$ cat src/hw/rtl/numeric_literal_parser_macros.svh
// ----------------------------------------------------------------------------
// numeric literal parser assertion macros
// shared concurrent assertion forms, clocked on clk_i, held off during reset
// ----------------------------------------------------------------------------
`ifndef NUMERIC_LITERAL_PARSER_MACROS_SVH
`define NUMERIC_LITERAL_PARSER_MACROS_SVH

// consequent must hold in the same cycle as the antecedent
`define NLP_ASSERT_SAME(lbl, ante, cons) \
  lbl: assert property (@(posedge clk_i) disable iff (!rst_ni) (ante) |-> (cons)) \
    else $error("numeric literal parser: same-cycle check failed");

// consequent must hold in the cycle after the antecedent
`define NLP_ASSERT_NEXT(lbl, ante, cons) \
  lbl: assert property (@(posedge clk_i) disable iff (!rst_ni) (ante) |=> (cons)) \
    else $error("numeric literal parser: next-cycle check failed");

`endif

$ cat src/hw/rtl/nlp_pkg.sv
// ----------------------------------------------------------------------------
// nlp_pkg
// types and constants shared by the numeric literal parser
// ----------------------------------------------------------------------------
`default_nettype none

package nlp_pkg;

  localparam int unsigned CHAR_W  = 21;
  localparam int unsigned VALUE_W = 63;

  // radix of the lexeme
  typedef enum logic [1:0] {
    RADIX_DEC = 2'd0,
    RADIX_HEX = 2'd1,
    RADIX_BIN = 2'd2
  } nlp_radix_e;

  // scan phase within the lexeme
  typedef enum logic [1:0] {
    PH_DIGITS = 2'd0,
    PH_SUFFIX = 2'd1,
    PH_CLOSED = 2'd2
  } nlp_phase_e;

  // parse status; multi-dot is reported over overflow, and overflow over bad format
  typedef enum logic [1:0] {
    ST_OK         = 2'd0,
    ST_OVERFLOW   = 2'd1,
    ST_BAD_FORMAT = 2'd2,
    ST_MULTI_DOT  = 2'd3
  } nlp_status_e;

  // code points of interest
  localparam logic [CHAR_W-1:0] CH_0      = 21'h00030;
  localparam logic [CHAR_W-1:0] CH_1      = 21'h00031;
  localparam logic [CHAR_W-1:0] CH_9      = 21'h00039;
  localparam logic [CHAR_W-1:0] CH_LO_A   = 21'h00061;
  localparam logic [CHAR_W-1:0] CH_LO_F   = 21'h00066;
  localparam logic [CHAR_W-1:0] CH_UP_A   = 21'h00041;
  localparam logic [CHAR_W-1:0] CH_UP_F   = 21'h00046;
  localparam logic [CHAR_W-1:0] CH_LO_X   = 21'h00078;
  localparam logic [CHAR_W-1:0] CH_UP_X   = 21'h00058;
  localparam logic [CHAR_W-1:0] CH_LO_B   = 21'h00062;
  localparam logic [CHAR_W-1:0] CH_UP_B   = 21'h00042;
  localparam logic [CHAR_W-1:0] CH_DOT    = 21'h0002E;
  localparam logic [CHAR_W-1:0] CH_ARDOT  = 21'h0066B;
  localparam logic [CHAR_W-1:0] CH_EXP    = 21'h00623;
  localparam logic [CHAR_W-1:0] CH_AR0    = 21'h00660;
  localparam logic [CHAR_W-1:0] CH_AR9    = 21'h00669;
  localparam logic [CHAR_W-1:0] CH_TAH    = 21'h00637;
  localparam logic [CHAR_W-1:0] CH_GHAIN  = 21'h0063A;
  localparam logic [CHAR_W-1:0] CH_HAH    = 21'h0062D;

  // scan state carried from one character to the next
  typedef struct packed {
    nlp_phase_e         phase;
    logic [VALUE_W-1:0] accum;
    nlp_radix_e         radix;
    logic [1:0]         char_index;
    logic               first_is_zero;
    logic               digit_seen;
    logic               overflow_seen;
    logic               dot_seen;
    logic               multi_dot_seen;
    logic               exp_seen;
    logic [1:0]         long_marks;
    logic               unsigned_seen;
    logic               hah_seen;
    logic [1:0]         suffix_used;
    logic               format_bad;
  } nlp_state_t;

  localparam nlp_state_t STATE_RESET = '{
    phase:          PH_DIGITS,
    accum:          '0,
    radix:          RADIX_DEC,
    char_index:     2'd0,
    first_is_zero:  1'b0,
    digit_seen:     1'b0,
    overflow_seen:  1'b0,
    dot_seen:       1'b0,
    multi_dot_seen: 1'b0,
    exp_seen:       1'b0,
    long_marks:     2'd0,
    unsigned_seen:  1'b0,
    hah_seen:       1'b0,
    suffix_used:    2'd0,
    format_bad:     1'b0
  };

  // one finished lexeme
  typedef struct packed {
    logic [VALUE_W-1:0] value;
    nlp_status_e        status;
    logic               real_kind;
    nlp_radix_e         radix;
    logic               unsigned_mark;
    logic [1:0]         long_count;
    logic               float_mark;
  } nlp_result_t;

endpackage

`default_nettype wire

$ cat src/hw/rtl/nlp_if.sv
// ----------------------------------------------------------------------------
// nlp channel interfaces
// valid/ready channels for lexeme characters and parsed literals
// ----------------------------------------------------------------------------
`default_nettype none

interface nlp_char_if;
  logic                        valid;
  logic                        ready;
  logic [nlp_pkg::CHAR_W-1:0]  char_code;
  logic                        last_char;

  modport source (output valid, output char_code, output last_char, input ready);
  modport sink   (input valid, input char_code, input last_char, output ready);
endinterface

interface nlp_lit_if;
  logic                        valid;
  logic                        ready;
  logic [nlp_pkg::VALUE_W-1:0] literal_value;
  logic [1:0]                  parse_status;
  logic                        literal_kind;
  logic [1:0]                  radix_code;
  logic                        unsigned_mark;
  logic [1:0]                  long_count;
  logic                        float_mark;

  modport source (output valid, output literal_value, output parse_status,
                  output literal_kind, output radix_code, output unsigned_mark,
                  output long_count, output float_mark, input ready);
  modport sink   (input valid, input literal_value, input parse_status,
                  input literal_kind, input radix_code, input unsigned_mark,
                  input long_count, input float_mark, output ready);
endinterface

`default_nettype wire

$ cat src/hw/rtl/numeric_literal_parser.sv
// order: a transferred character is held in the input register and scanned from there;
//   a literal is loaded into the result register when its final character is scanned
// throughput: one character per cycle, set by the single scan step between the input and
//   result registers; a final character waits on a full result register not yet taken
// reset: asynchronous, active low; clears the valid bits of both channel registers and the scan state
`default_nettype none

`include "numeric_literal_parser_macros.svh"

// ----------------------------------------------------------------------------
// numeric_literal_parser
// parses one numeric lexeme per literal: radix prefix, digits, suffixes, status
// ----------------------------------------------------------------------------
module numeric_literal_parser (
  input  wire logic  clk_i,
  input  wire logic  rst_ni,
  nlp_char_if.sink   in_i,
  nlp_lit_if.source  out_o
);

  logic                        in_valid_q;
  logic [nlp_pkg::CHAR_W-1:0]  in_char_q;
  logic                        in_last_q;
  logic                        step_go;
  logic                        in_take;

  nlp_pkg::nlp_state_t         state_q;
  nlp_pkg::nlp_state_t         state_d;
  nlp_pkg::nlp_result_t        result_d;
  nlp_pkg::nlp_result_t        result_q;
  logic                        out_valid_q;
  logic                        out_valid_d;
  logic                        payload_clear;

  // a character only waits when it closes a literal and the result register is full and not being taken
  assign step_go  = in_valid_q && (!in_last_q || !out_valid_q || out_o.ready);
  assign in_i.ready = !in_valid_q || step_go;
  assign in_take  = in_i.valid && in_i.ready;

  // input register
  always_ff @(posedge clk_i or negedge rst_ni) begin
    if (!rst_ni) begin
      in_valid_q <= 1'b0;
    end else if (in_i.ready) begin
      in_valid_q <= in_i.valid;
    end
  end

  always_ff @(posedge clk_i) begin
    if (in_take) begin
      in_char_q <= in_i.char_code;
      in_last_q <= in_i.last_char;
    end
  end

  // scan step
  nlp_step u_step (
    .state_i     (state_q),
    .char_code_i (in_char_q),
    .last_char_i (in_last_q),
    .state_o     (state_d),
    .result_o    (result_d)
  );

  always_ff @(posedge clk_i or negedge rst_ni) begin
    if (!rst_ni) begin
      state_q <= nlp_pkg::STATE_RESET;
    end else if (step_go) begin
      state_q <= state_d;
    end
  end

  // result register
  always_comb begin
    if (step_go && in_last_q) begin
      out_valid_d = 1'b1;
    end else if (out_o.ready) begin
      out_valid_d = 1'b0;
    end else begin
      out_valid_d = out_valid_q;
    end
  end

  always_ff @(posedge clk_i or negedge rst_ni) begin
    if (!rst_ni) begin
      out_valid_q <= 1'b0;
    end else begin
      out_valid_q <= out_valid_d;
    end
  end

  always_ff @(posedge clk_i) begin
    if (step_go && in_last_q) begin
      result_q <= result_d;
    end
  end

  assign out_o.valid         = out_valid_q;
  assign out_o.literal_value = result_q.value;
  assign out_o.parse_status  = result_q.status;
  assign out_o.literal_kind  = result_q.real_kind;
  assign out_o.radix_code    = result_q.radix;
  assign out_o.unsigned_mark = result_q.unsigned_mark;
  assign out_o.long_count    = result_q.long_count;
  assign out_o.float_mark    = result_q.float_mark;

  // value and suffix fields all zero
  assign payload_clear = result_q.value == '0 && result_q.long_count == 2'd0 &&
                         !result_q.unsigned_mark && !result_q.float_mark;

  // checks
  `NLP_ASSERT_NEXT(a_last_loads_result, step_go && in_last_q, out_valid_q)
  `NLP_ASSERT_NEXT(a_last_clears_scan, step_go && in_last_q, state_q == nlp_pkg::STATE_RESET)
  `NLP_ASSERT_SAME(a_error_no_payload, out_valid_q && result_q.status != nlp_pkg::ST_OK, payload_clear)
  `NLP_ASSERT_SAME(a_real_no_value, out_valid_q && result_q.real_kind, result_q.value == '0)
  `NLP_ASSERT_SAME(a_long_bound, out_valid_q, result_q.long_count != 2'd3)

endmodule

`default_nettype wire

$ cat src/hw/rtl/nlp_step.sv
// ----------------------------------------------------------------------------
// nlp_step
// one character of scan: prefix, digit accumulate, suffix and result build
// ----------------------------------------------------------------------------
`default_nettype none

module nlp_step (
  input  nlp_pkg::nlp_state_t          state_i,
  input  logic [nlp_pkg::CHAR_W-1:0]   char_code_i,
  input  logic                         last_char_i,
  output nlp_pkg::nlp_state_t          state_o,
  output nlp_pkg::nlp_result_t         result_o
);

  logic                         dig_ok;
  logic [3:0]                   dig_val;
  logic [nlp_pkg::VALUE_W+4:0]  acc_ext;
  logic [nlp_pkg::VALUE_W+4:0]  scaled;
  logic [nlp_pkg::VALUE_W+4:0]  sum_ext;
  logic                         acc_ovf;
  logic                         prefix_pos;
  logic                         prefix;
  logic                         is_real;
  nlp_pkg::nlp_status_e         status;
  logic                         good_int;
  nlp_pkg::nlp_state_t          s;

  // suffix character handling
  function automatic nlp_pkg::nlp_state_t suffix_step(nlp_pkg::nlp_state_t st,
                                                      logic [nlp_pkg::CHAR_W-1:0] c);
    nlp_pkg::nlp_state_t r;
    r = st;
    if (st.suffix_used == 2'd3) begin
      r.format_bad = 1'b1;
      r.phase      = nlp_pkg::PH_CLOSED;
    end else if (c == nlp_pkg::CH_TAH && st.long_marks < 2'd2) begin
      r.long_marks  = st.long_marks + 2'd1;
      r.suffix_used = st.suffix_used + 2'd1;
    end else if (c == nlp_pkg::CH_GHAIN && !st.unsigned_seen) begin
      r.unsigned_seen = 1'b1;
      r.suffix_used   = st.suffix_used + 2'd1;
    end else if (c == nlp_pkg::CH_HAH) begin
      r.hah_seen    = 1'b1;
      r.suffix_used = st.suffix_used + 2'd1;
      r.phase       = nlp_pkg::PH_CLOSED;
    end else begin
      r.format_bad = 1'b1;
      r.phase      = nlp_pkg::PH_CLOSED;
    end
    return r;
  endfunction

  // digit decode in the current radix
  always_comb begin
    dig_ok  = 1'b0;
    dig_val = 4'd0;
    if (state_i.radix == nlp_pkg::RADIX_BIN) begin
      if (char_code_i == nlp_pkg::CH_0 || char_code_i == nlp_pkg::CH_1) begin
        dig_ok  = 1'b1;
        dig_val = 4'(char_code_i - nlp_pkg::CH_0);
      end
    end else if (char_code_i >= nlp_pkg::CH_0 && char_code_i <= nlp_pkg::CH_9) begin
      dig_ok  = 1'b1;
      dig_val = 4'(char_code_i - nlp_pkg::CH_0);
    end else if (state_i.radix == nlp_pkg::RADIX_HEX) begin
      if (char_code_i >= nlp_pkg::CH_LO_A && char_code_i <= nlp_pkg::CH_LO_F) begin
        dig_ok  = 1'b1;
        dig_val = 4'(char_code_i - nlp_pkg::CH_LO_A) + 4'd10;
      end else if (char_code_i >= nlp_pkg::CH_UP_A && char_code_i <= nlp_pkg::CH_UP_F) begin
        dig_ok  = 1'b1;
        dig_val = 4'(char_code_i - nlp_pkg::CH_UP_A) + 4'd10;
      end
    end else if (char_code_i >= nlp_pkg::CH_AR0 && char_code_i <= nlp_pkg::CH_AR9) begin
      dig_ok  = 1'b1;
      dig_val = 4'(char_code_i - nlp_pkg::CH_AR0);
    end
  end

  // multiply-add by the radix as shifts, overflow past the signed 64-bit maximum
  always_comb begin
    acc_ext = {5'd0, state_i.accum};
    unique case (state_i.radix)
      nlp_pkg::RADIX_HEX: scaled = acc_ext << 4;
      nlp_pkg::RADIX_BIN: scaled = acc_ext << 1;
      default:            scaled = (acc_ext << 3) + (acc_ext << 1);
    endcase
    sum_ext = scaled + {{(nlp_pkg::VALUE_W + 1){1'b0}}, dig_val};
    acc_ovf = |sum_ext[nlp_pkg::VALUE_W+4:nlp_pkg::VALUE_W];
  end

  // state update for one character
  always_comb begin
    s          = state_i;
    prefix     = 1'b0;
    prefix_pos = state_i.char_index == 2'd1 && state_i.first_is_zero &&
                 state_i.phase == nlp_pkg::PH_DIGITS && state_i.radix == nlp_pkg::RADIX_DEC;

    // radix prefix after a leading zero
    if (prefix_pos) begin
      if (char_code_i == nlp_pkg::CH_LO_X || char_code_i == nlp_pkg::CH_UP_X) begin
        s.radix = nlp_pkg::RADIX_HEX;
        prefix  = 1'b1;
      end else if (char_code_i == nlp_pkg::CH_LO_B || char_code_i == nlp_pkg::CH_UP_B) begin
        s.radix = nlp_pkg::RADIX_BIN;
        prefix  = 1'b1;
      end
    end
    if (prefix) begin
      s.accum      = '0;
      s.digit_seen = 1'b0;
    end
    if (state_i.char_index == 2'd0 && char_code_i == nlp_pkg::CH_0) begin
      s.first_is_zero = 1'b1;
    end

    if (!prefix) begin
      // separators and exponent marker
      if (state_i.radix == nlp_pkg::RADIX_DEC && !state_i.exp_seen) begin
        if (char_code_i == nlp_pkg::CH_DOT || char_code_i == nlp_pkg::CH_ARDOT) begin
          if (state_i.dot_seen) begin
            s.multi_dot_seen = 1'b1;
          end
          s.dot_seen = 1'b1;
        end else if (char_code_i == nlp_pkg::CH_EXP) begin
          s.exp_seen = 1'b1;
        end
      end else if (state_i.radix == nlp_pkg::RADIX_HEX && char_code_i == nlp_pkg::CH_EXP) begin
        s.exp_seen = 1'b1;
      end

      // digits, then suffix, then anything left over
      if (state_i.phase == nlp_pkg::PH_DIGITS) begin
        if (dig_ok) begin
          if (!state_i.overflow_seen) begin
            if (acc_ovf) begin
              s.overflow_seen = 1'b1;
            end else begin
              s.accum = sum_ext[nlp_pkg::VALUE_W-1:0];
            end
            s.digit_seen = 1'b1;
          end
        end else if (!state_i.overflow_seen) begin
          s.phase = nlp_pkg::PH_SUFFIX;
          s       = suffix_step(s, char_code_i);
        end
      end else if (state_i.phase == nlp_pkg::PH_SUFFIX) begin
        s = suffix_step(s, char_code_i);
      end else begin
        s.format_bad = 1'b1;
      end
    end

    if (state_i.char_index != 2'd2) begin
      s.char_index = state_i.char_index + 2'd1;
    end

    // result from the updated state
    is_real = (s.radix == nlp_pkg::RADIX_DEC && (s.dot_seen || s.exp_seen)) ||
              (s.radix == nlp_pkg::RADIX_HEX && s.exp_seen);
    if (s.radix == nlp_pkg::RADIX_DEC && s.multi_dot_seen) begin
      status = nlp_pkg::ST_MULTI_DOT;
    end else if (s.overflow_seen) begin
      status = nlp_pkg::ST_OVERFLOW;
    end else if (is_real) begin
      status = nlp_pkg::ST_OK;
    end else if (s.format_bad || !s.digit_seen) begin
      status = nlp_pkg::ST_BAD_FORMAT;
    end else begin
      status = nlp_pkg::ST_OK;
    end
    good_int = status == nlp_pkg::ST_OK && !is_real;

    result_o.value         = good_int ? s.accum : '0;
    result_o.status        = status;
    result_o.real_kind     = is_real;
    result_o.radix         = s.radix;
    result_o.unsigned_mark = good_int && s.unsigned_seen;
    result_o.long_count    = good_int ? s.long_marks : 2'd0;
    result_o.float_mark    = good_int && s.hah_seen;

    // scan state starts afresh after the final character
    state_o = last_char_i ? nlp_pkg::STATE_RESET : s;
  end

endmodule

`default_nettype wire

$ cat src/flat_wrapper.sv
// flat-port wrapper written by rule: the top's interface ports become plain ports
module numeric_literal_parser_flat 
  (clk_i, rst_ni, in_i_valid, in_i_char_code, in_i_last_char, in_i_ready, out_o_valid, out_o_literal_value, out_o_parse_status, out_o_literal_kind, out_o_radix_code, out_o_unsigned_mark, out_o_long_count, out_o_float_mark, out_o_ready);
  nlp_char_if in_i_i ();
  nlp_lit_if out_o_i ();
  input  wire logic clk_i;
  input  wire logic rst_ni;
  input wire logic [$bits(in_i_i.valid)-1:0] in_i_valid;
  input wire logic [$bits(in_i_i.char_code)-1:0] in_i_char_code;
  input wire logic [$bits(in_i_i.last_char)-1:0] in_i_last_char;
  output wire logic [$bits(in_i_i.ready)-1:0] in_i_ready;
  output wire logic [$bits(out_o_i.valid)-1:0] out_o_valid;
  output wire logic [$bits(out_o_i.literal_value)-1:0] out_o_literal_value;
  output wire logic [$bits(out_o_i.parse_status)-1:0] out_o_parse_status;
  output wire logic [$bits(out_o_i.literal_kind)-1:0] out_o_literal_kind;
  output wire logic [$bits(out_o_i.radix_code)-1:0] out_o_radix_code;
  output wire logic [$bits(out_o_i.unsigned_mark)-1:0] out_o_unsigned_mark;
  output wire logic [$bits(out_o_i.long_count)-1:0] out_o_long_count;
  output wire logic [$bits(out_o_i.float_mark)-1:0] out_o_float_mark;
  input wire logic [$bits(out_o_i.ready)-1:0] out_o_ready;
  assign in_i_i.valid = in_i_valid;
  assign in_i_i.char_code = in_i_char_code;
  assign in_i_i.last_char = in_i_last_char;
  assign in_i_ready = in_i_i.ready;
  assign out_o_valid = out_o_i.valid;
  assign out_o_literal_value = out_o_i.literal_value;
  assign out_o_parse_status = out_o_i.parse_status;
  assign out_o_literal_kind = out_o_i.literal_kind;
  assign out_o_radix_code = out_o_i.radix_code;
  assign out_o_unsigned_mark = out_o_i.unsigned_mark;
  assign out_o_long_count = out_o_i.long_count;
  assign out_o_float_mark = out_o_i.float_mark;
  assign out_o_i.ready = out_o_ready;
  numeric_literal_parser u_core (.clk_i(clk_i), .rst_ni(rst_ni), .in_i(in_i_i), .out_o(out_o_i));
endmodule
$ cat config.mk
export PLATFORM = sky130hd
export DESIGN_NAME = numeric_literal_parser_flat
export DESIGN_NICKNAME = d
export VERILOG_FILES = /design/src/hw/rtl/nlp_pkg.sv /design/src/hw/rtl/nlp_if.sv /design/src/hw/rtl/numeric_literal_parser.sv /design/src/hw/rtl/nlp_step.sv /design/src/flat_wrapper.sv
export VERILOG_INCLUDE_DIRS = /design/src /design/src/hw/rtl
export SDC_FILE = /design/constraint.sdc
export NUM_CORES = 1
export LEC_CHECK = 0
export CAP_MARGIN = 20
export CORE_MARGIN = 10
export CORE_UTILIZATION = 40
export CTS_CLUSTER_DIAMETER = 100
export DETAILED_ROUTE_END_ITERATION = 10
export DONT_BUFFER_PORTS = 1
export PLACE_DENSITY = 0.64
export SYNTH_ARGS = -nofsm -noshare
export SYNTH_HDL_FRONTEND = slang
export SYNTH_SLANG_ARGS = --single-unit
$ cat constraint.sdc
create_clock -name clk_i -period 15.5 [get_ports clk_i]
set_clock_uncertainty 0.1 [all_clocks]
set_input_delay 1.55 -clock clk_i [delete_from_list [all_inputs] [get_ports clk_i]]
set_output_delay 1.55 -clock clk_i [all_outputs]
set_load 0.05 [all_outputs]
==> impl_metrics.tcl <==
set metrics [dict create \
    postCtsSetupRepairBufs 0 \
    worstSetupPathType "reg -> reg" \
    clkLatencyLatePin_ps 460 \
    post_cts_resized 0 \
    drt-initial-drc-count 1868 \
    grt_pass1_wl_mm 86.0 \
    synthArstFlopShare 0.472 \
    cts_root_buffer "clkbuf_16" \
    multi_input_area_mm2 0.0101 \
    place.gp.congestion 1.00 \
    worstPathArrival_ps 8780 \
    vias 15700 \
    drtAntennaViolNets 0 \
    antenna_found_initial 0 \
    core-area_mm2 0.0387 \
    setup_violations 0 \
    syn-cell-area_mm2 0.0157 \
    io_buffer_count 0 \
    ys.flop_type "edfxtp_1" \
    clock_sinks 178 \
    endpoint_kind "register" \
    slew_headroom 0.284 \
    ys_top_cells_by_count "225 x nand2_1, 183 x nor2_1, 145 x a21oi_1" \
    place.detailed.hpwl_mm 42.5 \
    finalCriticalPeriod_ps 8530 \
    design_area_mm2 0.0165 \
    synth.yosys.seq_area_share 0.313 \
    grt_max_degree 94 \
    yosysTopAreaCellShare 0.180 \
    setup_slack_ps 6970 \
    tightest_slew_ps 1070 \
    hold_viol 0 \
    tritoncts "built" \
    synthTopCellsByArea "edfxtp_1 18%, dfrtp_1 13%, ha_1 6.0%" \
    slew_viol_final 0 \
    drt_wl_total_mm 56.5 \
    irDropWorstVdd_uv 120 \
    holdBufCountCts 0 \
    cap_violations 0 \
    grt-ovfl-total 0 \
    io_pins 100 \
    total_power_mw 1.01 \
    worstPathRequired_ps 15740 \
    synth_edf_count 94 \
    grt.total_usage 0.231 \
    die_area_mm2 0.0476 \
    critPathLaunchType "register" \
    syn_area_per_cell_um2 8.19 \
    powerDensity_mw_per_mm2 60.8 \
    hold_path_class "reg -> reg" \
    cp_max_fo 41 \
    synth_nets 2022 \
    start_util 0.406 \
    post-route-period-util 0.551 \
    clk_pin_slew_ps 70 \
    grt_setup_unrepaired "false" \
    rows 72 \
    power.leakage_nw 5.71 \
    finish.utilization 0.427 \
    fp.dieH_um 218 \
    wl_per_cell_um 23.9 \
    area_growth_pct 5.23 \
    postSynthCellCount 1919 \
    synth_top_cell_by_area "edfxtp_1" \
    clock_path_buffers 2 \
    ys_ff_latch 178 \
    nFillCells 3837 \
    vias_per_cell 6.63 \
    post_dp_cell_area_mm2 0.0160 \
    cts_inserted_buffers 17 \
    dieWidth_um 218 \
    place_ws_ps 7130 \
    ys_warn_count 0 \
    drive_gt1_frac 0.0543 \
    max_freq_mhz 117 \
    remaining_drc_errors 0 \
    outcome "completed" \
    first_pass_iters 6 \
    area.sequential_mm2 0.00492 \
    synth_cell_types 93 \
    synth_most_common_cell "nand2_1" \
    nets 1932 \
    finalSetupTns_ps 0 \
    cts_max_level 4 \
    grt_pass1_vias 14500 \
]
## cells by family (layout without fill, tap and decap cells)
| group | Yosys count | in the layout | share of synthesized area |
|---|---|---|---|
| simple gates | 764 | 764 | 0.243 |
| compound gates | 636 | 636 | 0.280 |
| flops | 178 | 178 | 0.313 |
| buf+inv | 165 | 88 | 0.0437 |
| xor+xnor | 80 | 80 | 0.0451 |
| fa+ha+maj | 77 | 77 | 0.0623 |
| mux | 19 | 19 | 0.0123 |
| other cells | 0 | 1 | 0 |
## path summary, 6_finish.rpt
path / from / endpoint / slack [ps] / cells past startpoint
max in group asynchronous: rst_ni / u_core.state_q[27] / 14440 / 0
worst max-delay path: u_core.in_char_q[13] / u_core.state_q[64] / 6970 / 26
worst min-delay path: u_core.state_q[11] / u_core.state_q[11] / 400 / 1
min in group asynchronous: rst_ni / u_core.state_q[72] / 690 / 0
worst max register to register: u_core.in_char_q[13] / u_core.state_q[64] / 6970 / 26
worst min register to register: u_core.state_q[11] / u_core.state_q[11] / 400 / 1
## per-stage QoR
step	cells	hold WS (ps)
after floorplan	1919	359
after global placement	2328	373
after detailed placement	2328	379
after CTS	2360	403
after global routing	2360	433
final	2361	400
## where the power goes
group,switching (mW),internal [mW]
Sequential,0.0403,0.516
Clock,0.202,0.208
Combinational,0.0287,0.0109
## critical path, cell delays in order (launching register included)
cell and delay (ps):
edfxtp_1 360, nor4_1 330, nand4_1 160, or3_1 390
or3b_2 500, a311oi_1 650, nor2b_1 210, o21ai_0 70
o21ai_0 100, nor2b_1 190, inv_1 80, fa_1 470
nor2b_1 130, o21a_1 130, nand2_1 140, a211oi_1 280
nand4b_1 130, or2_1 370, nor4_2 580, and4_1 490
and4_1 270, o22ai_1 140, nor4_4 660, buf_4 540
o21ai_4 220, buf_4 330, a22o_1 310
## state kept, by name, summed over array words and instances (netlist names)
name	flops
u_core.in_valid_q	1
u_core.out_o.long_count	2
u_core.out_o.radix_code	2
u_core.out_o.parse_status	2
u_core.out_o.float_mark	1
u_core.out_o.literal_value	63
u_core.state_q	82
u_core.out_o.valid	1
u_core.in_char_q	21
u_core.in_last_q	1
u_core.out_o.unsigned_mark	1
u_core.out_o.literal_kind	1
## cells in the final DEF, fill, tap and decap left out, drive strengths merged, types with 11 or more instances in the layout
cell type / synthesis / routed
xnor2: 53 / 53
a211o: 11 / 11
a21oi: 162 / 162
nand3: 51 / 51
a221o: 21 / 21
buf: 41 / 18
dfrtp: 84 / 84
o31ai: 12 / 12
nor3: 67 / 67
inv: 37 / 44
a221oi: 19 / 19
and2: 20 / 20
nand3b: 11 / 11
o21ai: 115 / 115
nor2: 183 / 183
nand2b: 11 / 11
and4: 13 / 13
o211ai: 29 / 29
ha: 75 / 75
edfxtp: 94 / 94
nor4: 18 / 18
xor2: 27 / 27
a22o: 62 / 62
a31oi: 14 / 14
o21a: 22 / 22
mux2i: 16 / 16
and3: 14 / 14
nand4: 60 / 60
a22oi: 29 / 29
nand2: 225 / 225
or3: 12 / 12
a211oi: 26 / 26
clkbuf: 86 / 17
nor2b: 29 / 29
a21o: 16 / 16
## cell type report
| type | instances | area share |
|---|---|---|
| timing repair buffer | 18 | 0.00817 |
| clock inverter | 15 | 0.00742 |
| sequential | 178 | 0.298 |
| clock buffer | 17 | 0.0257 |
| multi-input combinational | 1576 | 0.613 |
| tap | 518 | 0.0392 |
| inverter | 38 | 0.00870 |
| antenna | 1 | 0.000151 |
## routing by layer
layer / up-vias / share of wire / GRT usage
met1: 7547 / 0.41 / 0.307
met4: 0 / 0.034 / 0.0824
met5: - / 0 / 0
li1: 7140 / - / -
met3: 110 / 0.11 / 0.0521
met2: 856 / 0.45 / 0.361
(Power assumes the default switching activity.)
